==> src/rtl/bps_pkg.sv <==
package bps_pkg;

    localparam int ADDR_BITS_DEFAULT = 32;
    localparam int FOOTER_BYTES      = 12;

    localparam int KIND_W  = 3;
    localparam int ERR_W   = 2;
    localparam int RUN_W   = 33;
    localparam int FIELD_W = 32;
    localparam int BYTE_W  = 8;
    localparam int VAR_W   = 34;
    localparam int VSUM_W  = 44;

    localparam logic [VSUM_W-1:0] LIM_SIZE = VSUM_W'(64'hFFFF_FFFF);
    localparam logic [VSUM_W-1:0] LIM_CMD  = VSUM_W'(64'h3_FFFF_FFFF);
    localparam logic [VSUM_W-1:0] LIM_REL  = VSUM_W'(64'h1_FFFF_FFFF);

    localparam logic [7:0] DATA_MASK = 8'h7F;
    localparam logic [7:0] STOP_MASK = 8'h80;
    localparam logic [2:0] VAR_MAX_SHIFT = 3'd5;

    typedef enum logic [3:0] {
        PH_MARKER    = 4'd0,
        PH_SRC_SIZE  = 4'd1,
        PH_TGT_SIZE  = 4'd2,
        PH_META_SIZE = 4'd3,
        PH_META_SKIP = 4'd4,
        PH_CMD       = 4'd5,
        PH_REL       = 4'd6,
        PH_LITERAL   = 4'd7,
        PH_FOOTER    = 4'd8,
        PH_DONE      = 4'd9,
        PH_ERROR     = 4'd10
    } phase_t;

    typedef enum logic [KIND_W-1:0] {
        KIND_HEADER      = 3'd0,
        KIND_SOURCE_READ = 3'd1,
        KIND_LITERAL     = 3'd2,
        KIND_SOURCE_COPY = 3'd3,
        KIND_TARGET_COPY = 3'd4,
        KIND_DONE        = 3'd5,
        KIND_ERROR       = 3'd6
    } kind_t;

    typedef enum logic [ERR_W-1:0] {
        ERR_NONE       = 2'd0,
        ERR_MARKER     = 2'd1,
        ERR_OVERFLOW   = 2'd2,
        ERR_RANGE      = 2'd3
    } err_t;

    typedef enum logic [1:0] {
        CMD_SOURCE_READ = 2'd0,
        CMD_TARGET_READ = 2'd1,
        CMD_SOURCE_COPY = 2'd2,
        CMD_TARGET_COPY = 2'd3
    } cmd_t;

    typedef struct packed {
        kind_t               kind;
        err_t                error_code;
        logic [RUN_W-1:0]    run_length;
        logic [FIELD_W-1:0]  read_address;
        logic [FIELD_W-1:0]  write_address;
        logic [BYTE_W-1:0]   literal_byte;
        logic [FIELD_W-1:0]  header_src_size;
        logic [FIELD_W-1:0]  header_tgt_size;
        logic [FIELD_W-1:0]  expected_crc;
    } result_t;

    typedef struct packed {
        logic               fail;
        logic               done;
        logic [2:0]         shift;
        logic [VAR_W-1:0]   value;
    } varint_t;

    // marker byte for a position
    function automatic logic [7:0] marker_byte(input logic [1:0] idx);
        logic [7:0] m;
        case (idx)
            2'd0:    m = 8'h42;
            2'd1:    m = 8'h50;
            2'd2:    m = 8'h53;
            default: m = 8'h31;
        endcase
        return m;
    endfunction

    // one byte of an offset-style varint
    function automatic varint_t varint_feed(input logic [VAR_W-1:0] value,
                                            input logic [2:0] shift,
                                            input logic [7:0] b,
                                            input logic [VSUM_W-1:0] limit);
        varint_t          r;
        logic [5:0]       amt;
        logic [5:0]       amt_next;
        logic [VSUM_W-1:0] sum1;
        logic [VSUM_W-1:0] sum2;
        amt      = 6'({shift, 3'b000}) - 6'(shift);
        amt_next = amt + 6'd7;
        sum1     = VSUM_W'(value) + (VSUM_W'(b & DATA_MASK) << amt);
        sum2     = sum1 + (VSUM_W'(1) << amt_next);
        r.fail   = 1'b0;
        r.done   = 1'b0;
        r.shift  = shift;
        r.value  = VAR_W'(sum1);
        if (shift > VAR_MAX_SHIFT || sum1 > limit) begin
            r.fail = 1'b1;
        end else if ((b & STOP_MASK) != 8'h00) begin
            r.done = 1'b1;
        end else if (sum2 > limit) begin
            r.fail = 1'b1;
        end else begin
            r.shift = shift + 3'd1;
            r.value = VAR_W'(sum2);
        end
        return r;
    endfunction

endpackage

==> src/rtl/bps_in_if.sv <==
interface bps_in_if;
    logic                       valid;
    logic                       ready;
    logic [bps_pkg::BYTE_W-1:0] patch_byte;
    logic                       restart;

    modport source (output valid, output patch_byte, output restart, input ready);
    modport sink (input valid, input patch_byte, input restart, output ready);
endinterface

==> src/rtl/bps_out_if.sv <==
interface bps_out_if;
    logic                        valid;
    logic                        ready;
    logic [bps_pkg::KIND_W-1:0]  kind;
    logic [bps_pkg::ERR_W-1:0]   error_code;
    logic [bps_pkg::RUN_W-1:0]   run_length;
    logic [bps_pkg::FIELD_W-1:0] read_address;
    logic [bps_pkg::FIELD_W-1:0] write_address;
    logic [bps_pkg::BYTE_W-1:0]  literal_byte;
    logic [bps_pkg::FIELD_W-1:0] header_src_size;
    logic [bps_pkg::FIELD_W-1:0] header_tgt_size;
    logic [bps_pkg::FIELD_W-1:0] expected_crc;

    modport source (output valid, output kind, output error_code, output run_length,
                    output read_address, output write_address, output literal_byte,
                    output header_src_size, output header_tgt_size, output expected_crc,
                    input ready);
    modport sink (input valid, input kind, input error_code, input run_length,
                  input read_address, input write_address, input literal_byte,
                  input header_src_size, input header_tgt_size, input expected_crc,
                  output ready);
endinterface

==> src/rtl/bps_patch_stream_decoder_core.sv <==
// a result beat is registered into the result register, or into the skid entry while the result register is held
// throughput: one patch byte per cycle while the skid entry is empty; parse state updates in the accept cycle
// a two-entry result buffer (result register plus skid) keeps input flowing
// while one result waits on the sink
// reset (rst_n low, async): parser in marker phase, all offsets zero, buffer empty
module bps_patch_stream_decoder_core #(
    parameter int ADDR_BITS = bps_pkg::ADDR_BITS_DEFAULT
) (
    input  logic            clk,
    input  logic            rst_n,
    input  logic            cfg_write_en,
    input  logic [31:0]     cfg_write_data,
    bps_in_if.sink          patch,
    bps_out_if.source       result
);

    localparam int WW = ((ADDR_BITS > 33) ? ADDR_BITS : 33) + 3;
    localparam int OW = ADDR_BITS + 1;
    localparam logic [WW-1:0] ADDR_LIMIT = WW'(1) << ADDR_BITS;

    // parse state
    bps_pkg::phase_t              phase_reg, phase_next;
    logic [31:0]                  pos_reg, pos_next;
    logic [bps_pkg::VAR_W-1:0]    vval_reg, vval_next;
    logic [2:0]                   vidx_reg, vidx_next;
    logic [1:0]                   pcmd_reg, pcmd_next;
    logic [bps_pkg::RUN_W-1:0]    plen_reg, plen_next;
    logic [bps_pkg::RUN_W-1:0]    rem_reg, rem_next;
    logic [OW-1:0]                oo_reg, oo_next;
    logic [ADDR_BITS-1:0]         srel_reg, srel_next;
    logic [ADDR_BITS-1:0]         trel_reg, trel_next;
    logic [31:0]                  hss_reg, hss_next;
    logic [3:0]                   fshift_reg, fshift_next;
    logic [31:0]                  plength_reg;

    // result buffer
    logic                         main_valid_reg, skid_valid_reg;
    bps_pkg::result_t             main_reg, skid_reg;

    logic                         accept, pop;
    logic                         has_res;
    bps_pkg::result_t             res;

    assign accept       = patch.valid & patch.ready;
    assign pop          = main_valid_reg & result.ready;
    assign patch.ready  = ~skid_valid_reg;

    // config register
    always_ff @(posedge clk or negedge rst_n)
    begin
        if (!rst_n) begin
            plength_reg <= '0;
        end else if (cfg_write_en) begin
            plength_reg <= cfg_write_data;
        end
    end

    // decode one byte
    always_comb
    begin
        bps_pkg::varint_t  vf;
        logic [31:0]       pos;
        logic [31:0]       footer_start;
        logic [7:0]        b;
        logic [bps_pkg::RUN_W-1:0] len;
        logic [WW-1:0]     wlen;
        logic [WW-1:0]     woo;
        logic [WW-1:0]     delta;
        logic [WW-1:0]     base;
        logic [WW-1:0]     rel;
        logic              neg;
        logic              footer;
        bps_pkg::err_t     err;

        phase_next  = phase_reg;
        pos_next    = pos_reg;
        vval_next   = vval_reg;
        vidx_next   = vidx_reg;
        pcmd_next   = pcmd_reg;
        plen_next   = plen_reg;
        rem_next    = rem_reg;
        oo_next     = oo_reg;
        srel_next   = srel_reg;
        trel_next   = trel_reg;
        hss_next    = hss_reg;
        fshift_next = fshift_reg;
        has_res     = 1'b0;
        res         = '0;
        footer      = 1'b0;
        b           = patch.patch_byte;
        vf          = '0;
        len         = '0;
        wlen        = '0;
        delta       = '0;
        base        = '0;
        rel         = '0;
        neg         = 1'b0;
        err         = bps_pkg::ERR_NONE;

        // restart clears parse state before this byte
        if (patch.restart) begin
            phase_next  = bps_pkg::PH_MARKER;
            pos_next    = '0;
            vval_next   = '0;
            vidx_next   = '0;
            pcmd_next   = '0;
            plen_next   = '0;
            rem_next    = '0;
            oo_next     = '0;
            srel_next   = '0;
            trel_next   = '0;
            hss_next    = '0;
            fshift_next = '0;
        end

        pos          = pos_next;
        footer_start = (plength_reg >= 32'(bps_pkg::FOOTER_BYTES))
                     ? plength_reg - 32'(bps_pkg::FOOTER_BYTES) : 32'd0;
        woo          = WW'(oo_next);

        if (phase_next != bps_pkg::PH_DONE && phase_next != bps_pkg::PH_ERROR) begin
            pos_next = pos + 32'd1;
            case (phase_next)
                bps_pkg::PH_MARKER:
                begin
                    if (b != bps_pkg::marker_byte(pos[1:0])) begin
                        has_res = 1'b1;
                    end else if (pos >= 32'd3) begin
                        phase_next = bps_pkg::PH_SRC_SIZE;
                        vval_next  = '0;
                        vidx_next  = '0;
                    end
                    res.error_code = bps_pkg::ERR_MARKER;
                end
                bps_pkg::PH_SRC_SIZE, bps_pkg::PH_TGT_SIZE, bps_pkg::PH_META_SIZE:
                begin
                    vf = bps_pkg::varint_feed(vval_next, vidx_next, b, bps_pkg::LIM_SIZE);
                    vval_next = vf.value;
                    vidx_next = vf.shift;
                    res.error_code = bps_pkg::ERR_OVERFLOW;
                    if (vf.fail) begin
                        has_res = 1'b1;
                    end else if (vf.done) begin
                        vval_next = '0;
                        vidx_next = '0;
                        if (phase_next == bps_pkg::PH_SRC_SIZE) begin
                            hss_next   = vf.value[31:0];
                            phase_next = bps_pkg::PH_TGT_SIZE;
                        end else if (phase_next == bps_pkg::PH_TGT_SIZE) begin
                            phase_next          = bps_pkg::PH_META_SIZE;
                            has_res             = 1'b1;
                            res.kind            = bps_pkg::KIND_HEADER;
                            res.error_code      = bps_pkg::ERR_NONE;
                            res.header_src_size = hss_next;
                            res.header_tgt_size = vf.value[31:0];
                        end else begin
                            rem_next   = bps_pkg::RUN_W'(vf.value);
                            phase_next = (vf.value != '0) ? bps_pkg::PH_META_SKIP
                                                          : bps_pkg::PH_CMD;
                        end
                    end
                end
                bps_pkg::PH_META_SKIP:
                begin
                    rem_next = rem_next - 1'b1;
                    if (rem_next == '0) begin
                        phase_next = bps_pkg::PH_CMD;
                    end
                end
                bps_pkg::PH_CMD:
                begin
                    if (vidx_next == 3'd0 && pos >= footer_start) begin
                        footer      = 1'b1;
                        fshift_next = '0;
                        vval_next   = '0;
                        vidx_next   = '0;
                        phase_next  = bps_pkg::PH_FOOTER;
                    end else begin
                        vf = bps_pkg::varint_feed(vval_next, vidx_next, b, bps_pkg::LIM_CMD);
                        vval_next = vf.value;
                        vidx_next = vf.shift;
                        res.error_code = bps_pkg::ERR_OVERFLOW;
                        if (vf.fail) begin
                            has_res = 1'b1;
                        end else if (vf.done) begin
                            len       = bps_pkg::RUN_W'(vf.value >> 2) + 1'b1;
                            wlen      = WW'(len);
                            pcmd_next = vf.value[1:0];
                            plen_next = len;
                            vval_next = '0;
                            vidx_next = '0;
                            res.error_code = bps_pkg::ERR_RANGE;
                            case (bps_pkg::cmd_t'(vf.value[1:0]))
                                bps_pkg::CMD_SOURCE_READ:
                                begin
                                    has_res = 1'b1;
                                    if (woo + wlen <= ADDR_LIMIT
                                        && woo + wlen <= WW'(hss_next)) begin
                                        oo_next           = OW'(woo + wlen);
                                        res.kind          = bps_pkg::KIND_SOURCE_READ;
                                        res.error_code    = bps_pkg::ERR_NONE;
                                        res.run_length    = len;
                                        res.read_address  = 32'(woo);
                                        res.write_address = 32'(woo);
                                    end
                                end
                                bps_pkg::CMD_TARGET_READ:
                                begin
                                    if (woo + wlen > ADDR_LIMIT) begin
                                        has_res = 1'b1;
                                    end else begin
                                        rem_next   = len;
                                        phase_next = bps_pkg::PH_LITERAL;
                                    end
                                end
                                default:
                                begin
                                    phase_next = bps_pkg::PH_REL;
                                end
                            endcase
                        end
                    end
                end
                bps_pkg::PH_REL:
                begin
                    vf = bps_pkg::varint_feed(vval_next, vidx_next, b, bps_pkg::LIM_REL);
                    vval_next = vf.value;
                    vidx_next = vf.shift;
                    res.error_code = bps_pkg::ERR_OVERFLOW;
                    if (vf.fail) begin
                        has_res = 1'b1;
                    end else if (vf.done) begin
                        has_res   = 1'b1;
                        vval_next = '0;
                        vidx_next = '0;
                        len   = plen_next;
                        wlen  = WW'(len);
                        delta = WW'(vf.value >> 1);
                        neg   = vf.value[0];
                        base  = (pcmd_next == bps_pkg::CMD_SOURCE_COPY)
                              ? WW'(srel_next) : WW'(trel_next);
                        rel   = neg ? base - delta : base + delta;
                        res.error_code = bps_pkg::ERR_RANGE;
                        // range checks for the relative copy
                        if (woo + wlen <= ADDR_LIMIT && !(neg && delta > base)) begin
                            if (pcmd_next == bps_pkg::CMD_SOURCE_COPY) begin
                                if (rel + wlen <= WW'(hss_next)) begin
                                    srel_next      = ADDR_BITS'(rel + wlen);
                                    res.kind       = bps_pkg::KIND_SOURCE_COPY;
                                    res.error_code = bps_pkg::ERR_NONE;
                                end
                            end else if (rel < woo) begin
                                trel_next      = ADDR_BITS'(rel + wlen);
                                res.kind       = bps_pkg::KIND_TARGET_COPY;
                                res.error_code = bps_pkg::ERR_NONE;
                            end
                        end
                        if (res.error_code == bps_pkg::ERR_NONE) begin
                            oo_next           = OW'(woo + wlen);
                            phase_next        = bps_pkg::PH_CMD;
                            res.run_length    = len;
                            res.read_address  = 32'(rel);
                            res.write_address = 32'(woo);
                        end
                    end
                end
                bps_pkg::PH_LITERAL:
                begin
                    has_res           = 1'b1;
                    res.kind          = bps_pkg::KIND_LITERAL;
                    res.run_length    = bps_pkg::RUN_W'(1);
                    res.write_address = 32'(woo);
                    res.literal_byte  = b;
                    oo_next  = oo_next + 1'b1;
                    rem_next = rem_next - 1'b1;
                    if (rem_next == '0) begin
                        phase_next = bps_pkg::PH_CMD;
                    end
                end
                bps_pkg::PH_FOOTER:
                begin
                    footer = 1'b1;
                end
                default:
                begin
                    has_res        = 1'b1;
                    res.error_code = bps_pkg::ERR_RANGE;
                end
            endcase

            // footer bytes, crc little-endian at footer bytes 4..7
            if (footer) begin
                case (fshift_next)
                    4'd4:    vval_next[7:0]   = b;
                    4'd5:    vval_next[15:8]  = b;
                    4'd6:    vval_next[23:16] = b;
                    4'd7:    vval_next[31:24] = b;
                    default: vval_next = vval_next;
                endcase
                fshift_next = fshift_next + 4'd1;
                if (fshift_next >= 4'(bps_pkg::FOOTER_BYTES)) begin
                    phase_next       = bps_pkg::PH_DONE;
                    has_res          = 1'b1;
                    res.kind         = bps_pkg::KIND_DONE;
                    res.error_code   = bps_pkg::ERR_NONE;
                    res.expected_crc = vval_next[31:0];
                end
            end

            // any error result clears the payload and stops the parser
            if (has_res && res.error_code != bps_pkg::ERR_NONE) begin
                err            = res.error_code;
                res            = '0;
                res.kind       = bps_pkg::KIND_ERROR;
                res.error_code = err;
                phase_next     = bps_pkg::PH_ERROR;
            end
        end
    end

    // parse state registers
    always_ff @(posedge clk or negedge rst_n)
    begin
        if (!rst_n) begin
            phase_reg  <= bps_pkg::PH_MARKER;
            pos_reg    <= '0;
            vval_reg   <= '0;
            vidx_reg   <= '0;
            pcmd_reg   <= '0;
            plen_reg   <= '0;
            rem_reg    <= '0;
            oo_reg     <= '0;
            srel_reg   <= '0;
            trel_reg   <= '0;
            hss_reg    <= '0;
            fshift_reg <= '0;
        end else if (accept) begin
            phase_reg  <= phase_next;
            pos_reg    <= pos_next;
            vval_reg   <= vval_next;
            vidx_reg   <= vidx_next;
            pcmd_reg   <= pcmd_next;
            plen_reg   <= plen_next;
            rem_reg    <= rem_next;
            oo_reg     <= oo_next;
            srel_reg   <= srel_next;
            trel_reg   <= trel_next;
            hss_reg    <= hss_next;
            fshift_reg <= fshift_next;
        end
    end

    // result buffer valid bits
    always_ff @(posedge clk or negedge rst_n)
    begin
        if (!rst_n) begin
            main_valid_reg <= 1'b0;
            skid_valid_reg <= 1'b0;
        end else if (!main_valid_reg || pop) begin
            main_valid_reg <= skid_valid_reg | (accept & has_res);
            skid_valid_reg <= skid_valid_reg & accept & has_res;
        end else if (accept && has_res) begin
            skid_valid_reg <= 1'b1;
        end
    end

    // result buffer payload
    always_ff @(posedge clk)
    begin
        if (!main_valid_reg || pop) begin
            main_reg <= skid_valid_reg ? skid_reg : res;
            if (skid_valid_reg) begin
                skid_reg <= res;
            end
        end else if (accept && has_res) begin
            skid_reg <= res;
        end
    end

    assign result.valid           = main_valid_reg;
    assign result.kind            = main_reg.kind;
    assign result.error_code      = main_reg.error_code;
    assign result.run_length      = main_reg.run_length;
    assign result.read_address    = main_reg.read_address;
    assign result.write_address   = main_reg.write_address;
    assign result.literal_byte    = main_reg.literal_byte;
    assign result.header_src_size = main_reg.header_src_size;
    assign result.header_tgt_size = main_reg.header_tgt_size;
    assign result.expected_crc    = main_reg.expected_crc;

    // skid entry only fills behind a held result
    a_skid_behind_main: assert property (@(posedge clk) disable iff (!rst_n)
        skid_valid_reg |-> main_valid_reg)
        else $error("skid entry valid with empty result register");

    // error beats always carry a cause
    a_error_has_code: assert property (@(posedge clk) disable iff (!rst_n)
        main_valid_reg && main_reg.kind == bps_pkg::KIND_ERROR
        |-> main_reg.error_code != bps_pkg::ERR_NONE)
        else $error("error beat without error code");

    // stopped parser stays silent until restart
    a_stopped_silent: assert property (@(posedge clk) disable iff (!rst_n)
        accept && !patch.restart
        && (phase_reg == bps_pkg::PH_DONE || phase_reg == bps_pkg::PH_ERROR)
        |=> $stable(phase_reg) && $stable(oo_reg))
        else $error("parser moved after done or error");

    // output offset never passes the address space
    a_offset_in_range: assert property (@(posedge clk) disable iff (!rst_n)
        WW'(oo_reg) <= ADDR_LIMIT)
        else $error("output offset past address range");

endmodule

==> src/flat_wrapper.sv <==
// flat-port wrapper written by rule: the top's interface ports become plain ports
module bps_patch_stream_decoder_core_flat 
#(
    parameter int ADDR_BITS = bps_pkg::ADDR_BITS_DEFAULT
)
  (clk, rst_n, cfg_write_en, cfg_write_data, patch_valid, patch_patch_byte, patch_restart, patch_ready, result_valid, result_kind, result_error_code, result_run_length, result_read_address, result_write_address, result_literal_byte, result_header_src_size, result_header_tgt_size, result_expected_crc, result_ready);
  bps_in_if patch_i ();
  bps_out_if result_i ();
  input  logic clk;
  input  logic rst_n;
  input  logic cfg_write_en;
  input  logic [31:0] cfg_write_data;
  input wire logic [$bits(patch_i.valid)-1:0] patch_valid;
  input wire logic [$bits(patch_i.patch_byte)-1:0] patch_patch_byte;
  input wire logic [$bits(patch_i.restart)-1:0] patch_restart;
  output wire logic [$bits(patch_i.ready)-1:0] patch_ready;
  output wire logic [$bits(result_i.valid)-1:0] result_valid;
  output wire logic [$bits(result_i.kind)-1:0] result_kind;
  output wire logic [$bits(result_i.error_code)-1:0] result_error_code;
  output wire logic [$bits(result_i.run_length)-1:0] result_run_length;
  output wire logic [$bits(result_i.read_address)-1:0] result_read_address;
  output wire logic [$bits(result_i.write_address)-1:0] result_write_address;
  output wire logic [$bits(result_i.literal_byte)-1:0] result_literal_byte;
  output wire logic [$bits(result_i.header_src_size)-1:0] result_header_src_size;
  output wire logic [$bits(result_i.header_tgt_size)-1:0] result_header_tgt_size;
  output wire logic [$bits(result_i.expected_crc)-1:0] result_expected_crc;
  input wire logic [$bits(result_i.ready)-1:0] result_ready;
  assign patch_i.valid = patch_valid;
  assign patch_i.patch_byte = patch_patch_byte;
  assign patch_i.restart = patch_restart;
  assign patch_ready = patch_i.ready;
  assign result_valid = result_i.valid;
  assign result_kind = result_i.kind;
  assign result_error_code = result_i.error_code;
  assign result_run_length = result_i.run_length;
  assign result_read_address = result_i.read_address;
  assign result_write_address = result_i.write_address;
  assign result_literal_byte = result_i.literal_byte;
  assign result_header_src_size = result_i.header_src_size;
  assign result_header_tgt_size = result_i.header_tgt_size;
  assign result_expected_crc = result_i.expected_crc;
  assign result_i.ready = result_ready;
  bps_patch_stream_decoder_core #(.ADDR_BITS(ADDR_BITS)) u_core (.clk(clk), .rst_n(rst_n), .cfg_write_en(cfg_write_en), .cfg_write_data(cfg_write_data), .patch(patch_i), .result(result_i));
endmodule
==> config.mk <==
export PLATFORM = sky130hd
export DESIGN_NAME = bps_patch_stream_decoder_core_flat
export DESIGN_NICKNAME = d
export VERILOG_FILES = /design/src/rtl/bps_pkg.sv /design/src/rtl/bps_in_if.sv /design/src/rtl/bps_out_if.sv /design/src/rtl/bps_patch_stream_decoder_core.sv /design/src/flat_wrapper.sv
export SDC_FILE = /design/constraint.sdc
export NUM_CORES = 2
export LEC_CHECK = 0
export BUFFER_PORTS_ARGS = -buffer_cell sky130_fd_sc_hd__buf_2
export CELL_PAD_IN_SITES_DETAIL_PLACEMENT = 0
export CELL_PAD_IN_SITES_GLOBAL_PLACEMENT = 1
export CORE_MARGIN = 3
export CORE_UTILIZATION = 49
export DETAILED_ROUTE_END_ITERATION = 16
export GPL_TIMING_DRIVEN = 0
export PLACE_DENSITY = 0.92
export SETUP_SLACK_MARGIN = 0.1
export SLEW_MARGIN = 10
export SYNTH_ARGS = -nofsm -noshare
export SYNTH_HDL_FRONTEND = slang
export SYNTH_SLANG_ARGS = --single-unit
==> constraint.sdc <==
create_clock -name clk -period 36.6 [get_ports clk]
set_input_delay 0 -clock clk [delete_from_list [all_inputs] [get_ports clk]]
set_output_delay 0 -clock clk [all_outputs]
set_load 0.02 [all_outputs]
==> impl_metrics.yaml <==
setup_path:
  worst-path-buf-inv: 17
  worstSetupEndpointType: "flip-flop"
  critPathSlowestCell: "clkbuf_1"
  cp_top_family: "buffers and inverters"
  crit_type: "input pin to flip-flop"
  worstPathArrival_ns: 30.06
  cp_common_cell: "clkbuf_1"
  max_stage_delay_ns: 1.16
  required_ns: 36.87
  critPathLaunchType: "input pin"
  crit_fanout: 12
placed_design:
  port_buffers: 251
  gp_congestion: 1.09
  dp_hpwl_mm: 202
  place_inst: 8024
yosys:
  synth-compound-area-share: 0.218
  ys_types: 104
  synthArstFlopShare: 0.428
  synth_largest_area_cell: "edfxtp_1"
  yosysSeqAreaShare: 0.364
  netlist_area_sq_um: 55100
  netlist_top_cells_area: "edfxtp_1, dfrtp_1, ha_1"
  yosys_warnings: 0
  synth_fa_ha_area_frac: 0.0894
  synth_edf_count: 412
  synth.area.mux_share: 0.0595
  synth_top_family_by_area: "compound AO/OA/AOI/OAI gates"
  synth_flop_cell: "edfxtp_1"
  synth-seq-cells: 720
  synth_top_area_share: 0.224
  synthCells: 6209
  avgSynthCellArea_sq_um: 8.88
  synth_simple_gate_area_frac: 0.185
  synth_xor_area_frac: 0.0457
grt:
  grt_pass1_wl_mm: 364
  grt_overflow: 0
  grt_pass1_vias: 51500
  grt_antenna_before_repair: 21
  gr-usage-all-layers: 0.431
  grt_max_degree: 104
timing:
  maxSlewHeadroom: -0.0111
  layout_min_cycle_time_ns: 29.79
  finalCritPeriodShare: 0.814
  tightest_slew_ns: 1.51
  finalSetupViolations: 0
  rsz0062_at_grt: "no"
  max_freq_ghz: 0.0336
  hold_viol: 0
  fin_skew_ns: 0.0290
  slew_violations: 19
floorplanning:
  die_h_um: 341
  coreArea_sq_um: 111000
  rows: 122
  dieArea_sq_um: 117000
  num_io_pins: 254
  start_util: 0.496
  die_width_um: 341
route:
  dr_total_vias: 55100
  viasPerCell: 6.69
  firstDrtPassIters: 9
  antenna_left: 0
  routed_wl_mm: 258
  drc: 0
  routedWlPerCell_um: 31.3
  drt_iter0_drc: 8162
final_layout:
  layout-drive-gt1-share: 0.116
  largest_register_ff_count: 206
  stdcell_count: 8228
  mostFrequentLayoutCell: "nand2_1"
  area_growth_pct: 13.5
  final_cell_mix: "nand2_1, nor2_1, a21oi_1"
  fin_nets: 7097
cts:
  cts_hold_buf: 38
  clock_path_buffers: 3
  h-tree-depth: 3
  cts_made_buffers: 83
  root_buffer: "clkbuf_16"
  cts_tree: "yes"
  clock_sinks: 720
  insertion_delay_ns: 0.69
  clk_pin_slew_ns: 0.06
  ctsResizeCount: 0
  cts_setup_buffers: 0
power_and_ir_drop:
  ir_drop_mv: 0.0414
  totalPowerFinal_uw: 3960
  p_per_area_nw_per_um2: 63.2
  p_leak_uw: 0.0273
status:
  outcome: "finished, violations left"
  violations: "max-capacitance violations, max-slew violations"
min_path:
  min_path_type: "input pin to flip-flop"
flow_run:
  maxCapViolCount: 2
-- metal layers --
metal	global-route usage	up-vias	share of wire
li1	-	23900	-
met1	0.538	26500	0.37
met2	0.631	3718	0.42
met3	0.118	965	0.11
met4	0.332	8	0.095
met5	0	-	0.00022
-- final timing paths --
path | from | endpoint | slack [ns] | cells past startpoint
worst max-delay path | patch_restart | u_core.result.kind[1] | 6.81 | 73
worst min register to register | u_core.pcmd_reg[1] | u_core.pcmd_reg[1] | 0.49 | 2
worst min-delay path | cfg_write_data[8] | u_core.plength_reg[8] | 0.08 | 3
min in group asynchronous | rst_n | u_core.hss_reg[8] | 0.49 | 4
worst max register to register | u_core.vidx_reg[1] | u_core.result.kind[1] | 11.02 | 68
max in group asynchronous | rst_n | u_core.plength_reg[31] | 35.13 | 5
-- worst reg2reg max path: cells and delay by family (launching register included) --
kind,cells,cell delay (ns)
DFF,1,0.43
and+or+nand+nor,18,5.09
xor gates and xnor gates,3,2.04
AOI/OAI and AO/OA,30,10.75
muxes,2,0.36
buffers and inverters,8,3.41
adders and majority gates,7,3.11
-- synthesized netlist by cell type, types with 22 or more instances --
master / n
nand2_1: 711
nor2_1: 538
a21oi_1: 453
edfxtp_1: 412
o21ai_0: 406
ha_1: 383
dfrtp_1: 308
clkbuf_1: 272
inv_1: 223
xnor2_1: 190
mux2_2: 177
a22o_1: 154
nor2b_1: 154
a21o_1: 138
nand3_1: 134
mux2i_1: 121
nor3_1: 121
and3_1: 100
xor2_1: 95
o31ai_1: 93
nand4_1: 74
o21a_1: 53
nand2b_1: 50
and2_1: 48
o211ai_1: 48
a211oi_1: 46
a31oi_1: 46
o21bai_1: 43
nor4_1: 42
o22ai_1: 34
or2_2: 33
or3_1: 33
a22oi_1: 32
buf_2: 27
a221oi_1: 26
a311oi_1: 24
or4_1: 24
a211o_1: 22
o221ai_1: 22
-- power by group --
group	internal [uW]	switching (uW)
clock	494	382
combinational	565	1390
sequential	1050	78.2
-- cell families after synthesis --
kind of cell	count (synthesis)
other cells	1
fa+ha+maj	390
compound gates	1822
buf+inv	547
xor+xnor	286
flops	720
mux	302
simple gates	2141
-- final cells by class --
cell class / count / area (sq um)
tap: 1488 / 1860
multi-input combinational: 4971 / 33300
antenna: 9 / 22.5
clock inverter: 60 / 669
sequential: 720 / 20100
fill: 10200 / 48500
timing repair buffer: 338 / 2380
inverter: 228 / 856
buffer: 319 / 1250
clock buffer: 95 / 2150
-- metrics by stage --
step | setup TNS [ns] | util | instance area (sq um) | hold WS (ns) | worst slack, ns
floorplan | 0 | - | 55300 | -0.296 | 7.19
global placement | -2298.17 | 0.525 | 58400 | 0.232 | -11.22
detailed placement | 0 | 0.534 | 59300 | -0.0426 | 8.48
CTS | 0 | 0.563 | 62500 | 0.0559 | 9.06
global route | 0 | 0.563 | 62600 | 0.0779 | 7.21
finish | 0 | 0.563 | 62600 | 0.0812 | 6.81
Note: power is estimated with default switching activity, not from simulation.
